==> src/rtl/core/minmax_uint8_quantizer_defines.svh <==
// assertion macros used by the quantizer top level
`ifndef MINMAX_UINT8_QUANTIZER_DEFINES_SVH
`define MINMAX_UINT8_QUANTIZER_DEFINES_SVH

// same-cycle implication, checked outside reset
`define MMQ_CHECK(name, clk_sig, rst_sig, ante, cons, msg) \
  name: assert property (@(posedge clk_sig) disable iff (rst_sig) (ante) |-> (cons)) \
    else $error(msg);

// next-cycle implication, checked outside reset
`define MMQ_CHECK_NEXT(name, clk_sig, rst_sig, ante, cons, msg) \
  name: assert property (@(posedge clk_sig) disable iff (rst_sig) (ante) |=> (cons)) \
    else $error(msg);

`endif

==> src/rtl/core/mmq_pkg.sv <==
// shared types and constants of the min/max uint8 quantizer
package mmq_pkg;

  localparam int SAMPLE_W = 32;
  localparam int CODE_W = 8;
  localparam int CNT_W = 7;
  localparam int MAX_ELEMENTS_DEF = 64;
  // numerator diff*510 + span stays below 2^42
  localparam int NUM_W = 42;
  localparam int DIV_STEPS = 8;
  localparam int STEP_W = 3;

  typedef struct packed {
    logic bank;
    logic [CNT_W-1:0] count;
    logic signed [SAMPLE_W-1:0] lo;
    logic signed [SAMPLE_W-1:0] hi;
    logic dropped;
  } job_t;

  typedef struct packed {
    logic valid;
    logic bank;
  } release_t;

endpackage

==> src/rtl/core/mmq_front.sv <==
// load side: sample store, running min/max and tensor bookkeeping
module mmq_front #(
  parameter int MAX_ELEMENTS = mmq_pkg::MAX_ELEMENTS_DEF,
  localparam int AW = (MAX_ELEMENTS > 1) ? $clog2(MAX_ELEMENTS) : 1
) (
  input  logic clk,
  input  logic rst,
  input  logic push,
  output logic full,
  input  logic signed [mmq_pkg::SAMPLE_W-1:0] sample,
  input  logic final_sample,
  output logic job_push,
  output mmq_pkg::job_t job,
  input  mmq_pkg::release_t rel,
  input  logic [AW:0] rd_addr,
  output logic [mmq_pkg::SAMPLE_W-1:0] rd_data
);
  import mmq_pkg::*;

  localparam int CW = $clog2(MAX_ELEMENTS + 1);
  localparam int DEPTH = 2 * (2 ** AW);

  logic [SAMPLE_W-1:0] mem [DEPTH];
  logic [CW-1:0] fill, fill_next;
  logic signed [SAMPLE_W-1:0] lo, lo_next, hi, hi_next;
  logic ovf, ovf_next;
  logic bank;
  logic [1:0] busy, busy_next;
  logic accept, room, store;

  // a bank stays busy until the back end has emitted all its codes
  assign full = busy[bank];
  assign accept = push & ~full;
  assign room = fill < CW'(MAX_ELEMENTS);
  assign store = accept & room;
  assign job_push = accept & final_sample;

  always_comb begin
    lo_next = lo;
    hi_next = hi;
    fill_next = fill;
    ovf_next = ovf;
    if (store) begin
      if (fill == '0) begin
        lo_next = sample;
        hi_next = sample;
      end else begin
        if (sample < lo) lo_next = sample;
        if (sample > hi) hi_next = sample;
      end
      fill_next = fill + CW'(1);
    end else if (accept) begin
      ovf_next = 1'b1;
    end
  end

  always_comb begin
    job.bank = bank;
    job.count = CNT_W'(fill_next);
    job.lo = lo_next;
    job.hi = hi_next;
    job.dropped = ovf_next;
  end

  always_comb begin
    busy_next = busy;
    if (rel.valid) busy_next[rel.bank] = 1'b0;
    if (job_push) busy_next[bank] = 1'b1;
  end

  always_ff @(posedge clk) begin
    if (rst) begin
      fill <= '0;
      lo <= '0;
      hi <= '0;
      ovf <= 1'b0;
      bank <= 1'b0;
      busy <= '0;
    end else begin
      busy <= busy_next;
      if (job_push) begin
        fill <= '0;
        lo <= '0;
        hi <= '0;
        ovf <= 1'b0;
        bank <= ~bank;
      end else begin
        fill <= fill_next;
        lo <= lo_next;
        hi <= hi_next;
        ovf <= ovf_next;
      end
    end
  end

  // two banks of the store, one being loaded while the other drains
  always_ff @(posedge clk) begin
    if (store) mem[{bank, fill[AW-1:0]}] <= sample;
    rd_data <= mem[rd_addr];
  end

endmodule

==> src/rtl/core/mmq_job_fifo.sv <==
// two-entry queue of finished tensors between load and emit sides
module mmq_job_fifo (
  input  logic clk,
  input  logic rst,
  input  logic push,
  input  mmq_pkg::job_t din,
  input  logic pop,
  output logic valid,
  output logic fifo_full,
  output mmq_pkg::job_t head
);
  import mmq_pkg::*;

  job_t q [2];
  logic wp, rp;
  logic [1:0] cnt;

  assign valid = cnt != 2'd0;
  assign fifo_full = cnt == 2'd2;
  assign head = q[rp];

  always_ff @(posedge clk) begin
    if (push) q[wp] <= din;
  end

  always_ff @(posedge clk) begin
    if (rst) begin
      wp <= 1'b0;
      rp <= 1'b0;
      cnt <= '0;
    end else begin
      if (push) wp <= ~wp;
      if (pop) rp <= ~rp;
      case ({push, pop})
        2'b10: cnt <= cnt + 2'd1;
        2'b01: cnt <= cnt - 2'd1;
        default: cnt <= cnt;
      endcase
    end
  end

endmodule

==> src/rtl/core/mmq_back.sv <==
// emit side: reads stored samples and divides out one code per word
module mmq_back #(
  parameter int MAX_ELEMENTS = mmq_pkg::MAX_ELEMENTS_DEF,
  localparam int AW = (MAX_ELEMENTS > 1) ? $clog2(MAX_ELEMENTS) : 1
) (
  input  logic clk,
  input  logic rst,
  input  logic job_valid,
  input  mmq_pkg::job_t job_in,
  output logic job_pop,
  output logic [AW:0] rd_addr,
  input  logic [mmq_pkg::SAMPLE_W-1:0] rd_data,
  output mmq_pkg::release_t rel,
  output logic empty,
  input  logic pop,
  output logic [mmq_pkg::CODE_W-1:0] code,
  output logic signed [mmq_pkg::SAMPLE_W-1:0] range_low,
  output logic signed [mmq_pkg::SAMPLE_W-1:0] range_high,
  output logic final_code,
  output logic dropped
);
  import mmq_pkg::*;

  localparam logic [2:0] S_IDLE = 3'd0;
  localparam logic [2:0] S_READ = 3'd1;
  localparam logic [2:0] S_LOAD = 3'd2;
  localparam logic [2:0] S_DIV  = 3'd3;
  localparam logic [2:0] S_PUT  = 3'd4;

  logic [2:0] st;
  job_t jb;
  logic [AW-1:0] k;
  logic [NUM_W-1:0] rem, dsh;
  logic [CODE_W-1:0] q;
  logic [STEP_W-1:0] step;
  logic flat;
  logic out_valid, out_free, put, last;
  logic [SAMPLE_W-1:0] span, diff;
  logic ge;

  assign job_pop = (st == S_IDLE) & job_valid;
  assign rd_addr = {jb.bank, k};
  assign span = jb.hi - jb.lo;
  assign diff = rd_data - jb.lo;
  assign ge = rem >= dsh;
  assign last = (CNT_W'(k) + CNT_W'(1)) == jb.count;
  assign out_free = ~out_valid | pop;
  assign put = (st == S_PUT) & out_free;
  assign rel.valid = put & last;
  assign rel.bank = jb.bank;
  assign empty = ~out_valid;

  always_ff @(posedge clk) begin
    if (rst) begin
      st <= S_IDLE;
      k <= '0;
    end else begin
      case (st)
        S_IDLE: begin
          if (job_valid) begin
            k <= '0;
            st <= S_READ;
          end
        end
        S_READ: st <= S_LOAD;
        S_LOAD: st <= S_DIV;
        S_DIV: begin
          if (step == '0) st <= S_PUT;
        end
        S_PUT: begin
          if (out_free) begin
            if (last) begin
              st <= S_IDLE;
            end else begin
              k <= k + AW'(1);
              st <= S_READ;
            end
          end
        end
        default: st <= S_IDLE;
      endcase
    end
  end

  // restoring division of diff*510 + span by 2*span, one quotient bit a cycle
  always_ff @(posedge clk) begin
    if (job_pop) jb <= job_in;
    if (st == S_LOAD) begin
      rem <= NUM_W'({diff, 9'b0}) - NUM_W'({diff, 1'b0}) + NUM_W'(span);
      dsh <= NUM_W'({span, 8'b0});
      q <= '0;
      step <= STEP_W'(DIV_STEPS - 1);
      flat <= span == '0;
    end else if (st == S_DIV) begin
      if (ge) rem <= rem - dsh;
      q <= {q[CODE_W-2:0], ge};
      dsh <= dsh >> 1;
      step <= step - STEP_W'(1);
    end
  end

  always_ff @(posedge clk) begin
    if (rst) begin
      out_valid <= 1'b0;
    end else if (put) begin
      out_valid <= 1'b1;
    end else if (pop) begin
      out_valid <= 1'b0;
    end
  end

  always_ff @(posedge clk) begin
    if (put) begin
      code <= flat ? '0 : q;
      range_low <= jb.lo;
      range_high <= jb.hi;
      final_code <= last;
      dropped <= jb.dropped;
    end
  end

endmodule

==> src/rtl/core/minmax_uint8_quantizer.sv <==
// top level of the min/max uint8 quantizer
//
//   channel  handshake     payload
//   input    push / full   sample, final_sample
//   result   pop / empty   code, range_low, range_high, final_code, dropped
//
// an input word is taken every cycle while the bank being loaded is free
// each code goes through store read, operand setup, the one-bit-per-cycle divider's
// 8 steps and the output load, which waits while the previous code is not popped
// the store has two banks, so the next tensor loads while the last one drains
// full rises only when both banks still hold tensors waiting to be emitted
// rst is synchronous; the store is not cleared and needs no sweep after reset
`include "minmax_uint8_quantizer_defines.svh"

module minmax_uint8_quantizer #(
  parameter int MAX_ELEMENTS = mmq_pkg::MAX_ELEMENTS_DEF
) (
  input  logic clk,
  input  logic rst,
  input  logic push,
  output logic full,
  input  logic signed [mmq_pkg::SAMPLE_W-1:0] sample,
  input  logic final_sample,
  output logic empty,
  input  logic pop,
  output logic [mmq_pkg::CODE_W-1:0] code,
  output logic signed [mmq_pkg::SAMPLE_W-1:0] range_low,
  output logic signed [mmq_pkg::SAMPLE_W-1:0] range_high,
  output logic final_code,
  output logic dropped
);
  import mmq_pkg::*;

  localparam int AW = (MAX_ELEMENTS > 1) ? $clog2(MAX_ELEMENTS) : 1;

  job_t job_new, job_head;
  release_t rel;
  logic job_push, job_pop, job_valid, fifo_full;
  logic [AW:0] rd_addr;
  logic [SAMPLE_W-1:0] rd_data;

  mmq_front #(.MAX_ELEMENTS(MAX_ELEMENTS)) u_front (
    .clk(clk),
    .rst(rst),
    .push(push),
    .full(full),
    .sample(sample),
    .final_sample(final_sample),
    .job_push(job_push),
    .job(job_new),
    .rel(rel),
    .rd_addr(rd_addr),
    .rd_data(rd_data)
  );

  mmq_job_fifo u_fifo (
    .clk(clk),
    .rst(rst),
    .push(job_push),
    .din(job_new),
    .pop(job_pop),
    .valid(job_valid),
    .fifo_full(fifo_full),
    .head(job_head)
  );

  mmq_back #(.MAX_ELEMENTS(MAX_ELEMENTS)) u_back (
    .clk(clk),
    .rst(rst),
    .job_valid(job_valid),
    .job_in(job_head),
    .job_pop(job_pop),
    .rd_addr(rd_addr),
    .rd_data(rd_data),
    .rel(rel),
    .empty(empty),
    .pop(pop),
    .code(code),
    .range_low(range_low),
    .range_high(range_high),
    .final_code(final_code),
    .dropped(dropped)
  );

  `MMQ_CHECK(a_fifo_room, clk, rst, job_push, !fifo_full, "tensor queue overrun")
  `MMQ_CHECK_NEXT(a_job_held, clk, rst, job_push, job_valid, "finished tensor lost")
  `MMQ_CHECK(a_job_nonempty, clk, rst, job_pop, job_head.count != '0, "tensor with no samples")
  `MMQ_CHECK(a_flat_zero, clk, rst, !empty && range_low == range_high, code == '0, "flat code")

endmodule

==> config.mk <==
export PLATFORM = sky130hd
export DESIGN_NAME = minmax_uint8_quantizer
export DESIGN_NICKNAME = d
export VERILOG_FILES = /design/src/rtl/core/mmq_pkg.sv /design/src/rtl/core/mmq_front.sv /design/src/rtl/core/mmq_job_fifo.sv /design/src/rtl/core/mmq_back.sv /design/src/rtl/core/minmax_uint8_quantizer.sv
export VERILOG_INCLUDE_DIRS = /design/src /design/src/rtl/core
export SDC_FILE = /design/constraint.sdc
export NUM_CORES = 2
export LEC_CHECK = 0
export ABC_CLOCK_PERIOD_IN_PS = 23400
export BUFFER_PORTS_ARGS = -buffer_cell sky130_fd_sc_hd__buf_2
export CAP_MARGIN = 0
export CORE_UTILIZATION = 45
export DETAILED_ROUTE_END_ITERATION = 12
export PLACE_DENSITY_LB_ADDON = 0.1
export SYNTH_ARGS = -nofsm -noshare
export SYNTH_HDL_FRONTEND = slang
export SYNTH_HIERARCHICAL = 1
export SYNTH_MEMORY_MAX_BITS = 65536
export SYNTH_SLANG_ARGS = --single-unit
==> constraint.sdc <==
create_clock -name clk -period 23.4 [get_ports clk]
set_input_delay 2.34 -clock clk [delete_from_list [all_inputs] [get_ports clk]]
set_output_delay 2.34 -clock clk [all_outputs]
set_load 0.02 [all_outputs]
### Word-level counts from Yosys, hierarchy flattened

Memory sizes are Yosys's and may differ from the RTL's. A register that Yosys moved wholly into a read port is not among the register bits.
Index checks and enable logic that the tools add are counted.

| cells by class | value |
|---|---|
| bitwise logic cells | 15 |
| add/subtract/negate cells | 11 |
| mux-type cells | 38 |
| reduce and logical (&&, ||, !) cells | 16 |
| equality and inequality tests | 11 |
| magnitude comparators | 8 |

Operators with widths:

| operator | number |
|---|---|
| two-way mux 32 bit | 6 |
| two-way mux 42 bit | 3 |
| two-way mux 40 bit | 2 |
| subtractor 32 bit | 2 |
| adder 42 x 32 -> 42 bit | 1 |
| greater-or-equal comparator 42 x 40 -> 1 bit | 1 |
| subtractor 41 x 33 -> 42 bit | 1 |
| subtractor 42 x 40 -> 42 bit | 1 |
| > comparator 32 bit | 1 |
| zero test 32 bit | 1 |
| < comparator 32 bit | 1 |
| two-way mux 6 bit | 3 |
| one-hot mux 3 bit (5 select lines) | 1 |
| two-way mux 1 bit | 13 |
| one-hot mux 6 bit (2 select lines) | 1 |
| nonzero test 2 bit | 6 |
| two-way mux 3 bit | 3 |
| adder 6 x 1 -> 7 bit (second input constant) | 1 |
| adder 7 x 1 -> 7 bit (second input constant) | 1 |
| == test 7 bit | 1 |
| zero test 7 bit | 1 |
| < comparator 7 bit (second input constant) | 1 |
| two-way mux 7 bit | 1 |
| adder 6 x 1 -> 6 bit (second input constant) | 1 |
| 27 further kinds | 45 |

| storage, ports and cells | value |
|---|---|
| memories kept | 2 |
| input bits | 37 |
| bits in registers | 257 |
| output and inout port bits | 76 |
| bits in writable memories | 4,242 |

Memory list:

| memory | depth | width | rd ports | clocked after memory_dff | wr ports | line | source |
|---|---|---|---|---|---|---|---|
| u_front.mem | 128 | 32 | 1 | 1 | 1 | mmq_front.sv:23 | `logic [SAMPLE_W-1:0] mem [DEPTH];` |
| u_fifo.q | 2 | 73 | 1 | 1 | 1 | mmq_job_fifo.sv:14 | `job_t q [2];` |

### Depth between registers and ports, before layout

| depth | value |
|---|---|
| word-level depth | 9 |
| mapped depth | 28 |
| gate-level depth less buffers | 28 |

### Modules after synthesis

Netlist, hierarchy kept.

Modules (own cells, without submodules):

| module | times used | sequential area each (sq um) | area an instance (sq um) | cells an instance |
|---|---|---|---|---|
| mmq_front | 1 | 125,140.0 | 161,737.6 | 7,979 |
| mmq_back | 1 | 7,247.0 | 17,689.5 | 1,813 |
| mmq_job_fifo | 1 | 4,484.3 | 5,471.5 | 249 |

### Least setup slack after synthesis

Ideal clock, no wire load.

| path | value |
|---|---|
| path kind | register to register |
| start point | reg u_back.st[0] |
| end point | reg u_fifo.cnt[1] |
| data arrival time | 10,103 ps |
| path slack | 13,227 ps |
| cell stages (with the launch flop) | 7 |
| period minus slack after synthesis | 10,173 ps |
| path buffers | 2 |
| setup time | 70 ps |
| cell sequence | dfxtp_1 > clkbuf_1 > clkbuf_1 > nor4b_1 > ha_1 > or3_1 > a21oi_1 |

| between the ends | value |
|---|---|
| word-level cells in the longest chain between the ends | 4 |
| elaborated cells between the ends (all ways) | 6 |
| those cells by class | eq/ne: 2; mux: 1; bitwise: 1; reduce/logical: 2 |

Ends and longest elaborated chain:

| item | line | source |
|---|---|---|
| start: declaration | mmq_back.sv:30 | `logic [2:0] st;` |
| start signal: assignment | mmq_back.sv:55 | `st <= S_IDLE;` |
| start signal: assignment | mmq_back.sv:62 | `st <= S_READ;` |
| start signal: assignment | mmq_back.sv:65 | `S_READ: st <= S_LOAD;` |
| zero test 3 bit (*) | mmq_back.sv:41 | `assign job_pop = (st == S_IDLE) & job_valid;` |
| bitwise AND 1 bit (*) | mmq_back.sv:41 |  |
| net job_pop | minmax_uint8_quantizer.sv:38 | `logic job_push, job_pop, job_valid, fifo_full;` |
| == test 2 x 1 -> 1 bit / == test 2 bit (equally long branches) | mmq_job_fifo.sv:34 | `case ({push, pop})` |
| one-hot mux 2 bit (2 select lines) / nonzero test 2 bit (equally long branches) | -- |  |
| end signal: assignment | mmq_job_fifo.sv:35 | `2'b10: cnt <= cnt + 2'd1;` |
| end signal: assignment | mmq_job_fifo.sv:36 | `2'b01: cnt <= cnt - 2'd1;` |
| end signal: assignment | mmq_job_fifo.sv:37 | `default: cnt <= cnt;` |
| end: declaration | mmq_job_fifo.sv:16 | `logic [1:0] cnt;` |

The timed path passes the listed nets; every way through them passes the cells marked *.
A chain may end at the register's enable or synchronous reset.

### Final worst setup path

| path | value |
|---|---|
| start point | reg u_front/rd_data[3] (netlist name), read port of u_front.mem |
| end point | reg u_back.rem[37], data pin |

| between the ends | value |
|---|---|
| word-level cells in the longest chain between the ends | 4 |

Ends and longest elaborated chain:

| item | line | source |
|---|---|---|
| start: declaration | mmq_front.sv:16 | `output logic [mmq_pkg::SAMPLE_W-1:0] rd_data` |
| subtractor 32 bit | mmq_back.sv:44 | `assign diff = rd_data - jb.lo;` |
| subtractor 41 x 33 -> 42 bit | mmq_back.sv:89 | `rem <= NUM_W'({diff, 9'b0}) - NUM_W'({diff, 1'b0}) + NUM_W'(span);` |
| adder 42 x 32 -> 42 bit | mmq_back.sv:89 |  |
| two-way mux 42 bit | mmq_back.sv:88 | `if (st == S_LOAD) begin` |
| end signal: assignment | mmq_back.sv:89 |  |
| end signal: assignment | mmq_back.sv:95 | `if (ge) rem <= rem - dsh;` |
| end: declaration | mmq_back.sv:33 | `logic [NUM_W-1:0] rem, dsh;` |

No other way between the ends.

==> summary.md <==
| Metric | Value |
|---|---|
| Final Core Density | 51.1% |
| Detailed Place HPWL | 329000 µm |
| Cell Pwr Density | 109 nW/µm² |
| Core Area | 409000 µm² |
| # IOs | 113 |
| Mapped Cells | 10040 |
| Crit end category | flip-flop |
| Worst vdd ir | 0.173 mV |
| Fin nets | 10702 |
| # DRC | 0 |
| Routed WL per cell | 34.2 µm |
| Worst Hold Class | flip-flop to flip-flop |
| Avg Synthesized Cell Area | 18.4 µm² |
| Setup WS post-layout | 16.00 ns |
| Vias in the first global route | 98357 |
| Number of I/O port buffers | 112 |
| Vias per cell | 6.13 |
| Initial antenna violation count | 40 |
| Layout area overhead | 13.2% |
| Later-pin clock latency in the skew report | 1.01 ns |
| Gp weighted congestion | 0.853 |
| RSZ-0062 raised after global routing | false |
| CTS H-Tree Depth | 5 |
| Failing checks | max-capacitance violations, max-slew violations |
| Hold Vio Cnt, Final | 0 |
| Root Buffer | clkbuf_16 |
| Die height | 643 µm |
| Placement Rows | 235 |
| DRT Wirelength | 557000 µm |
| CP max FO | 5 |
| Starting density of the core | 45.2% |
| Post-CTS Hold Buffers | 0 |
| Clock buffer depth | 4 |
| CP arrival | 8.20 ns |
| Setup TNS | 0 ns |
| CP max-delay cell | dfxtp_1 |
| Pre-antenna DRT Iters | 7 |
| Routed vias | 99861 |
| Slew headroom | -1.09% |
| Fin Hold WS | 0.446 ns |
| Multi-input logic area | 46100 µm² |
| Worst setup path class | flip-flop to flip-flop |
| Clock Pin Slew Worst Setup and Hold Paths | 0.06 ns |
| Post-layout min period | 7.40 ns |
| Fmax achieved | 135 MHz |
| Setup violators final | 0 |
| Gr usage total | 26.5% |
| Final Max Slew Viols | 2 |
| Dpl cells | 15399 |
| Total CTS buffers | 470 |
| Pre-CTS setup slack | 16.27 ns |
| Fillers | 33090 |
| Req. time, crit path | 24.20 ns |
| Synthesized cell area | 185000 µm² |
| Critical Path Start Type | flip-flop |
| Non-Filler Instances | 16294 |
| Die X | 643 µm |
| DR iter-0 viols | 11676 |
| Slew @ Worst Pin | 1.52 ns |
| Leakage dissipation | 64.6 nW |
| Register area | 137000 µm² |
| Clock tree sinks | 4605 |
| First-pass GRT wire length | 773000 µm |
| Ys Warns | 6 |
| Post-CTS resize count | 0 |
| Final period utilization | 31.6% |
| CTS tree | done |
| Syn_nets | 10322 |
| Post-CTS Repair Setup Buffers | 0 |
| Status | finished with violations |
| Worst path max stage delay | 1.05 ns |
| Clock Skew | 0.0690 ns |
| Share of layout cells above drive strength 1 | 20.5% |
| Largest net degree at the start of global routing | 133 |
| Antenna Nets Post-Route | 0 |
| Maxcap violations | 1 |
| Die ar. | 413000 µm² |
| GRT Residual Overflow | 0 |
[registers in the layout (all words and copies together), names as in the netlist, 32 cells and up, named ones only]
signal             flops
u_front/mem         4096
u_fifo/q             146
u_back/jb             72
u_back/rem            42
u_back/dsh            40
u_back/range_high     32
u_back/range_low      32
u_front/hi            32
u_front/lo            32
u_front/rd_data       32
[report_power, final]
part           internal, mW  switching (mW)
Sequential             9.32           0.158
Clock                  4.23            3.16
Combinational          2.15            3.78
[per-layer routing]
layer	GRT usage, %	part of all wire [%]
met1	38.4	42
met5	0	0.0034
met2	42.2	47
met4	7.73	3.1
met3	3.53	7.3
[worst max-delay path: cells and delay by family (launching register included)]
family | cells | cell delay, ns
AO/OA/AOI/OAI | 12 | 2.99
adder cells (fa/ha/maj) | 4 | 1.51
flip-flops | 1 | 1.05
AND/OR/NAND/NOR | 6 | 0.85
multiplexers | 1 | 0.34
XOR/XNOR | 1 | 0.32
buffers and inverters | 1 | 0.08
[layout by cell type, fill, tap and decap left out, drive strengths merged, types with 39 or more instances in the layout]
cell type	instances
nand3	210
nor2b	52
buf	447
a21o	85
nand2	448
mux4	768
mux2i	552
nor4	45
clkinv	222
o211ai	44
mux2	87
nor2	286
clkbuf	584
a31oi	77
inv	248
a21oi	496
a22oi	514
xor2	53
edfxtp	4464
a41oi	88
bufinv	39
o21ai	158
ha	219
xnor2	71
dfxtp	141
[area by class of cell]
type	count	area share [%]
Sequential cell	4605	65.4
Multi-Input combinational cell	4660	22.0
Clock buffer	584	6.01
Tap cell	5451	3.26
Timing Repair Buffer	447	1.63
Clock inverter	284	1.21
Inverter	236	0.423
Antenna cell	27	0.0323
[metrics by stage]
step / area (µm²) / total power [mW]
after floorplan: 185000 / 13.6
after global placement: 194000 / 15.5
after detailed placement: 194000 / 15.5
after CTS: 209000 / 22.8
after global routing: 209000 / 23.8
final: 209000 / 22.8
[worst paths after layout]
path,start,end,slack [ns],depth (start not counted)
max,u_front/rd_data[3],u_back/rem[37],16.00,25
min,u_back/jb[6],u_back/range_high[5],0.45,0
max reg2reg,u_front/rd_data[3],u_back/rem[37],16.00,25
min reg2reg,u_back/jb[6],u_back/range_high[5],0.45,0
Power figures use the tool's default switching activity.
